[config.mk]
export PLATFORM = sky130hd
export DESIGN_NAME = pwm_prescale_period_duty_calc
export DESIGN_NICKNAME = d
export VERILOG_FILES = /design/src/rtl/ppdc_pkg.sv /design/src/rtl/pwm_prescale_period_duty_calc.sv
export SDC_FILE = /design/constraint.sdc
export NUM_CORES = 1
export LEC_CHECK = 0
export ABC_AREA = 1
export BUFFER_PORTS_ARGS = -buffer_cell sky130_fd_sc_hd__buf_2
export CORE_MARGIN = 4
export CORE_UTILIZATION = 60
export DETAILED_ROUTE_END_ITERATION = 12
export GPL_ROUTABILITY_DRIVEN = 1
export PLACE_DENSITY = 0.79
export SLEW_MARGIN = 0
export SYNTH_ARGS = -nofsm -noshare
export SYNTH_HDL_FRONTEND = slang
export SYNTH_SLANG_ARGS = --single-unit
[constraint.sdc]
create_clock -name i_clk -period 18 [get_ports i_clk]
set_clock_uncertainty 0.2 [all_clocks]
set_input_delay 0 -clock i_clk [delete_from_list [all_inputs] [get_ports i_clk]]
set_output_delay 0 -clock i_clk [all_outputs]
set_load 0.02 [all_outputs]
[src/rtl/ppdc_pkg.sv]
package ppdc_pkg;

    localparam int unsigned CLOCK_W = 28;
    localparam int unsigned FREQ_W  = 18;
    localparam int unsigned COUNT_W = 16;

    localparam logic [CLOCK_W-1:0] CLOCK_RESET = 28'd80000000;
    localparam logic [FREQ_W-1:0]  FREQ_MAX    = 18'd250000;

    localparam logic [1:0] STATUS_OK    = 2'd0;
    localparam logic [1:0] STATUS_RANGE = 2'd1;
    localparam logic [1:0] STATUS_NOFIT = 2'd2;

    localparam logic [2:0] CODE_LAST = 3'd7;

    typedef struct packed {
        logic [FREQ_W-1:0]  req_freq;
        logic [COUNT_W-1:0] duty_frac;
    } t_in_item;

    typedef struct packed {
        logic [1:0]         status;
        logic [2:0]         prescale_code;
        logic [COUNT_W-1:0] period;
        logic [COUNT_W-1:0] compare;
    } t_out_item;

    // log2 of the divider set 1,2,4,8,16,32,64,256
    function automatic logic [3:0] div_shift(input logic [2:0] code);
        logic [3:0] sh;
        sh = (code == CODE_LAST) ? 4'd8 : {1'b0, code};
        return sh;
    endfunction

endpackage

[src/rtl/pwm_prescale_period_duty_calc.sv]
// PWM prescaler, period and compare calculator.
//
// Input channel (i_in_valid / o_in_ready, payload i_in_data) takes a requested
// frequency and a 16-bit duty fraction. Output channel (o_out_valid /
// i_out_ready, payload o_out_data) returns status, prescaler code, period and
// compare value. Config channel (i_cfg_valid / o_cfg_ready, i_cfg_data) sets
// the peripheral clock in hertz; it is always ready.
//
// An accepted item passes through a restoring divider (one quotient bit a cycle,
// clock / frequency), a shared shifter that tries the prescalers in order, the
// 16x16 duty multiply and the load of the output register.
// A frequency out of range skips straight to the result.
// The block takes one item at a time: o_in_ready is high only while idle.
//
// The output register parts the two sides: a new item is accepted while a
// result still waits. If the receiver stalls, the next finished item waits in
// the sequencer's last step until the output register frees.
// Reset returns the sequencer to idle, empties the output register and sets
// the clock register to 80000000.
module pwm_prescale_period_duty_calc (
    input  logic               i_clk,
    input  logic               i_rst_n,
    input  logic               i_in_valid,
    output logic               o_in_ready,
    input  ppdc_pkg::t_in_item i_in_data,
    output logic               o_out_valid,
    input  logic               i_out_ready,
    output ppdc_pkg::t_out_item o_out_data,
    input  logic               i_cfg_valid,
    output logic               o_cfg_ready,
    input  logic [27:0]        i_cfg_data
);
    import ppdc_pkg::*;

    localparam logic [2:0] ST_IDLE = 3'd0;
    localparam logic [2:0] ST_DIV  = 3'd1;
    localparam logic [2:0] ST_SCAN = 3'd2;
    localparam logic [2:0] ST_MUL  = 3'd3;
    localparam logic [2:0] ST_DONE = 3'd4;

    localparam logic [4:0] DIV_LAST = 5'(CLOCK_W - 1);

    logic [2:0]           r_state, n_state;
    logic [CLOCK_W-1:0]   r_clock_hz;
    logic [CLOCK_W-1:0]   r_quo, n_quo;
    logic [FREQ_W-1:0]    r_rem, n_rem;
    logic [FREQ_W-1:0]    r_freq, n_freq;
    logic [COUNT_W-1:0]   r_duty, n_duty;
    logic [4:0]           r_cnt, n_cnt;
    logic [2:0]           r_code, n_code;
    logic [1:0]           r_status, n_status;
    logic [COUNT_W-1:0]   r_period, n_period;
    logic [2*COUNT_W-1:0] r_product, n_product;
    logic                 r_out_valid, n_out_valid;
    t_out_item            r_out, n_out;

    logic [FREQ_W:0]      trial;
    logic [FREQ_W:0]      trial_diff;
    logic [CLOCK_W-1:0]   shifted;
    logic                 in_xfer;
    logic                 out_free;

    assign o_in_ready  = (r_state == ST_IDLE);
    assign o_cfg_ready = 1'b1;
    assign o_out_valid = r_out_valid;
    assign o_out_data  = r_out;
    assign in_xfer     = i_in_valid && o_in_ready;
    assign out_free    = !r_out_valid || i_out_ready;

    assign trial      = {r_rem, r_quo[CLOCK_W-1]};
    assign trial_diff = trial - {1'b0, r_freq};
    assign shifted    = r_quo >> div_shift(r_code);

    always_comb begin
        n_state     = r_state;
        n_quo       = r_quo;
        n_rem       = r_rem;
        n_freq      = r_freq;
        n_duty      = r_duty;
        n_cnt       = r_cnt;
        n_code      = r_code;
        n_status    = r_status;
        n_period    = r_period;
        n_product   = r_product;
        n_out_valid = r_out_valid;
        n_out       = r_out;

        if (r_out_valid && i_out_ready) begin
            n_out_valid = 1'b0;
        end

        unique case (r_state)
            ST_IDLE: begin
                if (in_xfer) begin
                    n_freq = i_in_data.req_freq;
                    n_duty = i_in_data.duty_frac;
                    n_quo  = r_clock_hz;
                    n_rem  = '0;
                    n_cnt  = '0;
                    n_code = '0;
                    if (i_in_data.req_freq == '0 || i_in_data.req_freq > FREQ_MAX) begin
                        n_status = STATUS_RANGE;
                        n_state  = ST_DONE;
                    end else begin
                        n_status = STATUS_OK;
                        n_state  = ST_DIV;
                    end
                end
            end
            ST_DIV: begin
                // restoring step: shift in the next dividend bit, subtract if it fits
                if (!trial_diff[FREQ_W]) begin
                    n_rem = trial_diff[FREQ_W-1:0];
                    n_quo = {r_quo[CLOCK_W-2:0], 1'b1};
                end else begin
                    n_rem = trial[FREQ_W-1:0];
                    n_quo = {r_quo[CLOCK_W-2:0], 1'b0};
                end
                n_cnt = r_cnt + 5'd1;
                if (r_cnt == DIV_LAST) begin
                    n_state = ST_SCAN;
                end
            end
            ST_SCAN: begin
                if (shifted[CLOCK_W-1:COUNT_W] == '0) begin
                    n_period = shifted[COUNT_W-1:0];
                    n_state  = ST_MUL;
                end else if (r_code == CODE_LAST) begin
                    n_status = STATUS_NOFIT;
                    n_state  = ST_DONE;
                end else begin
                    n_code = r_code + 3'd1;
                end
            end
            ST_MUL: begin
                n_product = (2*COUNT_W)'(r_duty) * (2*COUNT_W)'(r_period);
                n_state   = ST_DONE;
            end
            ST_DONE: begin
                // hold until the output register can take the result
                if (out_free) begin
                    n_out_valid = 1'b1;
                    n_out.status = r_status;
                    if (r_status == STATUS_OK) begin
                        n_out.prescale_code = r_code;
                        n_out.period        = r_period;
                        n_out.compare       = r_product[2*COUNT_W-1:COUNT_W];
                    end else begin
                        n_out.prescale_code = '0;
                        n_out.period        = '0;
                        n_out.compare       = '0;
                    end
                    n_state = ST_IDLE;
                end
            end
            default: begin
                n_state = ST_IDLE;
            end
        endcase
    end

    always_ff @(posedge i_clk) begin
        if (!i_rst_n) begin
            r_state     <= ST_IDLE;
            r_out_valid <= 1'b0;
            r_clock_hz  <= CLOCK_RESET;
        end else begin
            r_state     <= n_state;
            r_out_valid <= n_out_valid;
            if (i_cfg_valid && o_cfg_ready) begin
                r_clock_hz <= i_cfg_data;
            end
        end
    end

    always_ff @(posedge i_clk) begin
        r_quo     <= n_quo;
        r_rem     <= n_rem;
        r_freq    <= n_freq;
        r_duty    <= n_duty;
        r_cnt     <= n_cnt;
        r_code    <= n_code;
        r_status  <= n_status;
        r_period  <= n_period;
        r_product <= n_product;
        r_out     <= n_out;
    end

    a_rem_below_divisor: assert property (@(posedge i_clk) disable iff (!i_rst_n)
        (r_state == ST_DIV) |-> (r_rem < r_freq))
        else $error("divider remainder not below divisor");

    a_compare_le_period: assert property (@(posedge i_clk) disable iff (!i_rst_n)
        (o_out_valid && o_out_data.status == STATUS_OK) |->
        (o_out_data.compare <= o_out_data.period))
        else $error("compare above period");

    a_error_fields_zero: assert property (@(posedge i_clk) disable iff (!i_rst_n)
        (o_out_valid && o_out_data.status != STATUS_OK) |->
        (o_out_data.period == '0 && o_out_data.compare == '0 &&
         o_out_data.prescale_code == '0))
        else $error("error result with nonzero fields");

    a_accept_leaves_idle: assert property (@(posedge i_clk) disable iff (!i_rst_n)
        in_xfer |=> !o_in_ready)
        else $error("sequencer stayed idle after accept");

endmodule

Word level (Yosys, flattened, before mapping)
Index checks and enable logic that the tools add are counted.
{"block": "word_totals", "ff_bits": 207, "input_bits": 67, "output_inout_bits": 40, "word_cells": 81}
{"block": "classes", "add_sub_neg": 3, "mul": 1, "order_cmp": 1, "eq_ne": 13, "shift": 1, "muxes": 28, "n_reduce_logical": 18}
{"op": "$pmux W28 S2", "count": 1}
{"op": "$mux W18", "count": 2}
{"op": "$pmux W18 S2", "count": 1}
{"op": "$mul A16 B16 Y32", "count": 1}
{"op": "$mux W28", "count": 1}
{"op": "$shr A28 B4 Y28", "count": 1}
{"op": "$mux W3", "count": 9}
{"op": "$sub A19 B18 Y19", "count": 1}
{"op": "$gt A18 B18 Y1 const B", "count": 1}
{"op": "$logic_not A18 Y1", "count": 1}
{"op": "$pmux W3 S5", "count": 1}
{"op": "$logic_not A12 Y1", "count": 1}
{"op": "$reduce_and A4 Y1", "count": 3}
{"op": "$ne A2 B2 Y1 const B", "count": 5}
{"op": "$pmux W5 S2", "count": 1}
{"op": "$reduce_and A2 Y1", "count": 4}
{"op": "$eq A3 B2 Y1 const B", "count": 2}
{"op": "$eq A3 B3 Y1 const B", "count": 2}
{"op": "$mux W2", "count": 3}
{"op": "$pmux W3 S2", "count": 1}
{"op": "$add A5 B1 Y5 const B", "count": 1}
{"op": "$eq A5 B5 Y1 const B", "count": 1}
{"op": "$mux W1", "count": 5}
{"op": "$mux W5", "count": 1}
{"op": "12 further kinds", "count": 15}

Longest topological paths before layout
{"block": "depth", "ltp_word": 6, "ltp_mapped": 26, "ltp_nobuf": 24}

Worst setup path before layout
No wires, ideal clock.
{"block": "synth_timing", "path_type": "register -> register", "from": "register r_period[7]", "to": "register r_product[25], data pin", "setup_time_ns": 0.265, "arrival_time_ns": 5.225, "required_ns": 17.535, "setup_slack_ns": 12.310, "path_stages_with_launch": 23, "n_path_buf": 2, "synth_period_minus_slack_ns": 5.690, "path_cell_list": "edfxtp_1 -> clkbuf_1 -> clkbuf_1 -> nand2_1 -> fa_1 -> inv_1 -> fa_1 -> inv_1 -> fa_1 -> inv_1 -> fa_1 -> fa_1 -> inv_1 -> fa_1 -> inv_1 -> ha_1 -> a21oi_1 -> inv_1 -> a31oi_1 -> o21ai_0 -> a21oi_1 -> o21ai_0 -> xor2_1"}
{"block": "synth_via", "elab_chain_cells": 1}
{"item": "from (decl)", "line_no": "pwm_prescale_period_duty_calc.sv:52", "text": "logic [COUNT_W-1:0] r_period, n_period;"}
{"item": "from (signal assigned)", "line_no": "pwm_prescale_period_duty_calc.sv:184", "text": "r_period <= n_period;"}
{"item": "$mul A16 B16 Y32", "line_no": "pwm_prescale_period_duty_calc.sv:136", "text": "n_product = (2*COUNT_W)'(r_duty) * (2*COUNT_W)'(r_period);"}
{"item": "to (signal assigned)", "line_no": "pwm_prescale_period_duty_calc.sv:185", "text": "r_product <= n_product;"}
{"item": "to (decl)", "line_no": "pwm_prescale_period_duty_calc.sv:53", "text": "logic [2*COUNT_W-1:0] r_product, n_product;"}
No other way between the ends.
A chain may end at the register's enable or synchronous reset.

Worst setup path in the final report
{"block": "layout_timing", "from": "register r_duty[7]", "to": "register r_product[25], data pin"}
{"block": "layout_via", "elab_chain_cells": 1}
{"item": "from (decl)", "line_no": "pwm_prescale_period_duty_calc.sv:48", "text": "logic [COUNT_W-1:0] r_duty, n_duty;"}
{"item": "from (signal assigned)", "line_no": "pwm_prescale_period_duty_calc.sv:180", "text": "r_duty <= n_duty;"}
{"item": "$mul A16 B16 Y32", "line_no": "pwm_prescale_period_duty_calc.sv:136"}
No other way between the ends.

==> results.cfg <==
[run_status]
run_status = finished, final reports clean

[placement]
numPortBuffers = 105
gpl.final_weighted_congestion = 0.9505
dp.final_hpwl_um = 33380

[yosys]
synth.top_cells.by_area = edfxtp_1 (27%), fa_1 (22%), nand2_1 (11%), inv_1 (9.8%), ha_1 (8.6%)
synth_top_cell_area_share = 0.2680
postSynthAreaPerCell_um2 = 8.270
synthCells = 2154
ys.warnings.count = 0
synth_top_area_cell = edfxtp_1
synth_seq_cells = 191
seq_area_frac_synth = 0.3040
synth_fp_nets = 2538
cell_area_after_synthesis_um2 = 17810
netlist-cell-type-count = 43

[run]
max_cap_viols = 0

[cells_and_area]
finish.net_count = 2666
layout-drive-gt1-share = 0.06841
n_fill_cell = 2251
area.growth.synth_to_final_pct = 12.65

[timing]
min_period_ns = 6.328
max_clock_freq_mhz = 158.0
slew-limit-headroom = 0.3726
finalMaxSlewViolations = 0
setup_viol = 0
worst-slew-pin-transition_ns = 0.9325
timing.final.crit_share = 0.3516
rsz0062_at_grt = false
final_hold_viol_count = 0
setup-tns-final_ns = 0

[worst_setup_path]
cp_cell_sequence = nand2_1 -> fa_1 -> inv_1 -> fa_1 -> inv_1 -> fa_1 -> inv_1 -> fa_1 -> fa_1 -> inv_1 -> fa_1 -> inv_1 -> ha_1 -> a21oi_1 -> inv_1 -> a31oi_1 -> o21ai_0 -> a21oi_1 -> o21ai_0 -> xor2_1
critical_path.slowest_cell = edfxtp_1
worstSetupEndpointType = register
critPathMaxFanout = 16
worst_ep_arrival_time_ns = 6.32
cp_slowest_stage_delay_ns = 0.86
critPathKind = register to register
critical_path.startpoint_type = register
worstPathRequired_ns = 18.00

[grt]
pin_count_of_the_biggest_net_entering_global_routing = 53
globalRouteTotalUtil = 0.3024
antenna_found_initial = 4
globalRouteOverflowTotal = 0
grt_pass1_wl_um = 78640
first_global_vias = 15710

[cts]
tritoncts.num_buffers = 17
worst_setup_hold_path_clk_slew_ns = 0.09
clock_root_buffer_master = clkbuf_16
cts_sinks = 191
cts-htree-levels = 4
worst_skew_pair_later_pin_latency_ns = 0.47
cts_tree = built
ctsLongestPathBuffers = 2

[floorplanning]
die_x_um = 180.3
die_area_um2 = 32510
placementRows = 62
initial_utilization = 0.6140
core_area_um2 = 29010
die_height_um = 180.3
ios = 107

[routing]
detailedRoute.firstIterationViolations = 1250
avgRoutedWirePerCell_um = 17.88
drt-total-wl_um = 47910
routed-via-count = 14930
dr.pass1.iters = 6
antenna_violating_nets_post_route = 0
route.detailed.drc = 0
route.detailed.vias_per_inst = 5.570

[worst_hold_path]
worstHoldPathType = input port to register
[routing by layer]
metal / track usage / part of all wire / up-vias / wire, µm
met4: 0.1376 / 0.046 / 6 / 2180
li1: - / - / 6861 / -
met5: 0 / 0.00067 / - / 32
met3: 0.06197 / 0.081 / 187 / 3896
met1: 0.3707 / 0.38 / 7113 / 18270
met2: 0.5178 / 0.49 / 760 / 23540
[cell families (layout without fill, tap and decap cells)]
family | after synthesis | in the layout | synth area share
adders and majority gates | 317 | 317 | 0.3044
xor gates and xnor gates | 34 | 34 | 0.01672
AOI/OAI and AO/OA | 259 | 259 | 0.07782
and+or+nand+nor | 772 | 772 | 0.1719
DFF | 191 | 191 | 0.3040
other | 1 | 2 | 0.0002105
buffers and inverters | 578 | 719 | 0.1239
muxes | 2 | 2 | 0.001124
[cells in the final DEF, fill, tap and decap left out, drive strengths merged, types with 3 or more instances in the layout]
| cell type | instances |
|---|---|
| o21a | 7 |
| dlygate4sd3 | 102 |
| nor4 | 5 |
| a31oi | 5 |
| nand2 | 517 |
| xnor2 | 14 |
| o221ai | 3 |
| a21oi | 84 |
| nand3 | 75 |
| dfxtp | 32 |
| a21o | 3 |
| nor2 | 151 |
| o211ai | 6 |
| nand4 | 6 |
| a211oi | 4 |
| edfxtp | 159 |
| clkbuf | 19 |
| xor2 | 20 |
| clkinv | 7 |
| ha | 123 |
| fa | 194 |
| nor3 | 13 |
| inv | 478 |
| buf | 113 |
| o21ai | 140 |
[state kept, by name, summed over array words and instances (netlist names), 5 cells and up]
name        cells
r_rem          18
r_period       16
r_cnt           5
r_product      16
r_duty         16
r_quo          28
r_clock_hz     28
o_out_data     37
r_freq         18
[critical path: cells and delay by family (launching register included)]
kind	cells	cell delay, ns
compound gates	5	0.87
xor+xnor	1	0.17
fa+ha+maj	7	3.42
buf+inv	6	0.34
flops	1	0.86
simple gates	1	0.18
[path summary, 6_finish.rpt]
kind                               startpoint        endpoint  slack, ns  cells after the start
worst max register to register      r_duty[7]   r_product[25]      11.67                     20
worst min register to register    r_status[1]  o_out_data[36]       0.25                      0
worst min-delay path            i_in_data[14]      r_duty[14]       0.04                      2
worst max-delay path                r_duty[7]   r_product[25]      11.67                     20
[per-stage QoR]
| stage | util | setup slack [ns] | instance area (µm²) | hold WS, ns | std cells |
|---|---|---|---|---|---|
| 2_1_floorplan | - | 12.31 | 17810 | -0.1011 | 2154 |
| 3_3_place_gp | 0.6370 | 11.73 | 18480 | -0.01993 | 2545 |
| 3_5_place_dp | 0.6370 | 11.74 | 18480 | -0.02076 | 2545 |
| 4_1_cts | 0.6916 | 11.70 | 20070 | 0.02346 | 2679 |
| 5_1_grt | 0.6917 | 11.43 | 20070 | 0.03728 | 2680 |
| 6_report | 0.6917 | 11.67 | 20070 | 0.03968 | 2680 |
[repair_timing]
action / CTS / global route
hold buffers: 102 / 0
setup buffers: 0 / 0
gates resized for setup: 0 / 0
hold endpoints to repair: 67 / 0
[Yosys cell counts, drive strengths merged]
cell type,n
a41oi,1
conb,1
a31o,1
o211ai,6
a31oi,5
buf,16
a21oi,84
o21a,7
a21o,3
a221oi,2
dfxtp,32
a211oi,4
a21boi,1
o21bai,2
clkbuf,90
nor4,5
ha,123
and3,1
o221ai,3
nand2,517
xor2,20
mux2i,2
and2,1
nor2,151
fa,194
clkinv,2
or2,2
xnor2,14
nor3,13
edfxtp,159
nor3b,1
nand4,6
inv,470
nand3,75
o21ai,140
[cell type report]
type,count,area [µm²],share of cell area
antenna,1,2.502,0.0001247
clock buffer,19,442.9,0.02207
clock inverter,13,121.4,0.006048
inverter,472,1772,0.08828
timing repair buffer,215,1607,0.08005
sequential,191,5415,0.2698
tap,384,480.5,0.02394
multi-input combinational,1385,10230,0.5096
Power is not shown: default switching activity piles up to over one toggle a cycle in this logic, so the estimate is an artifact.
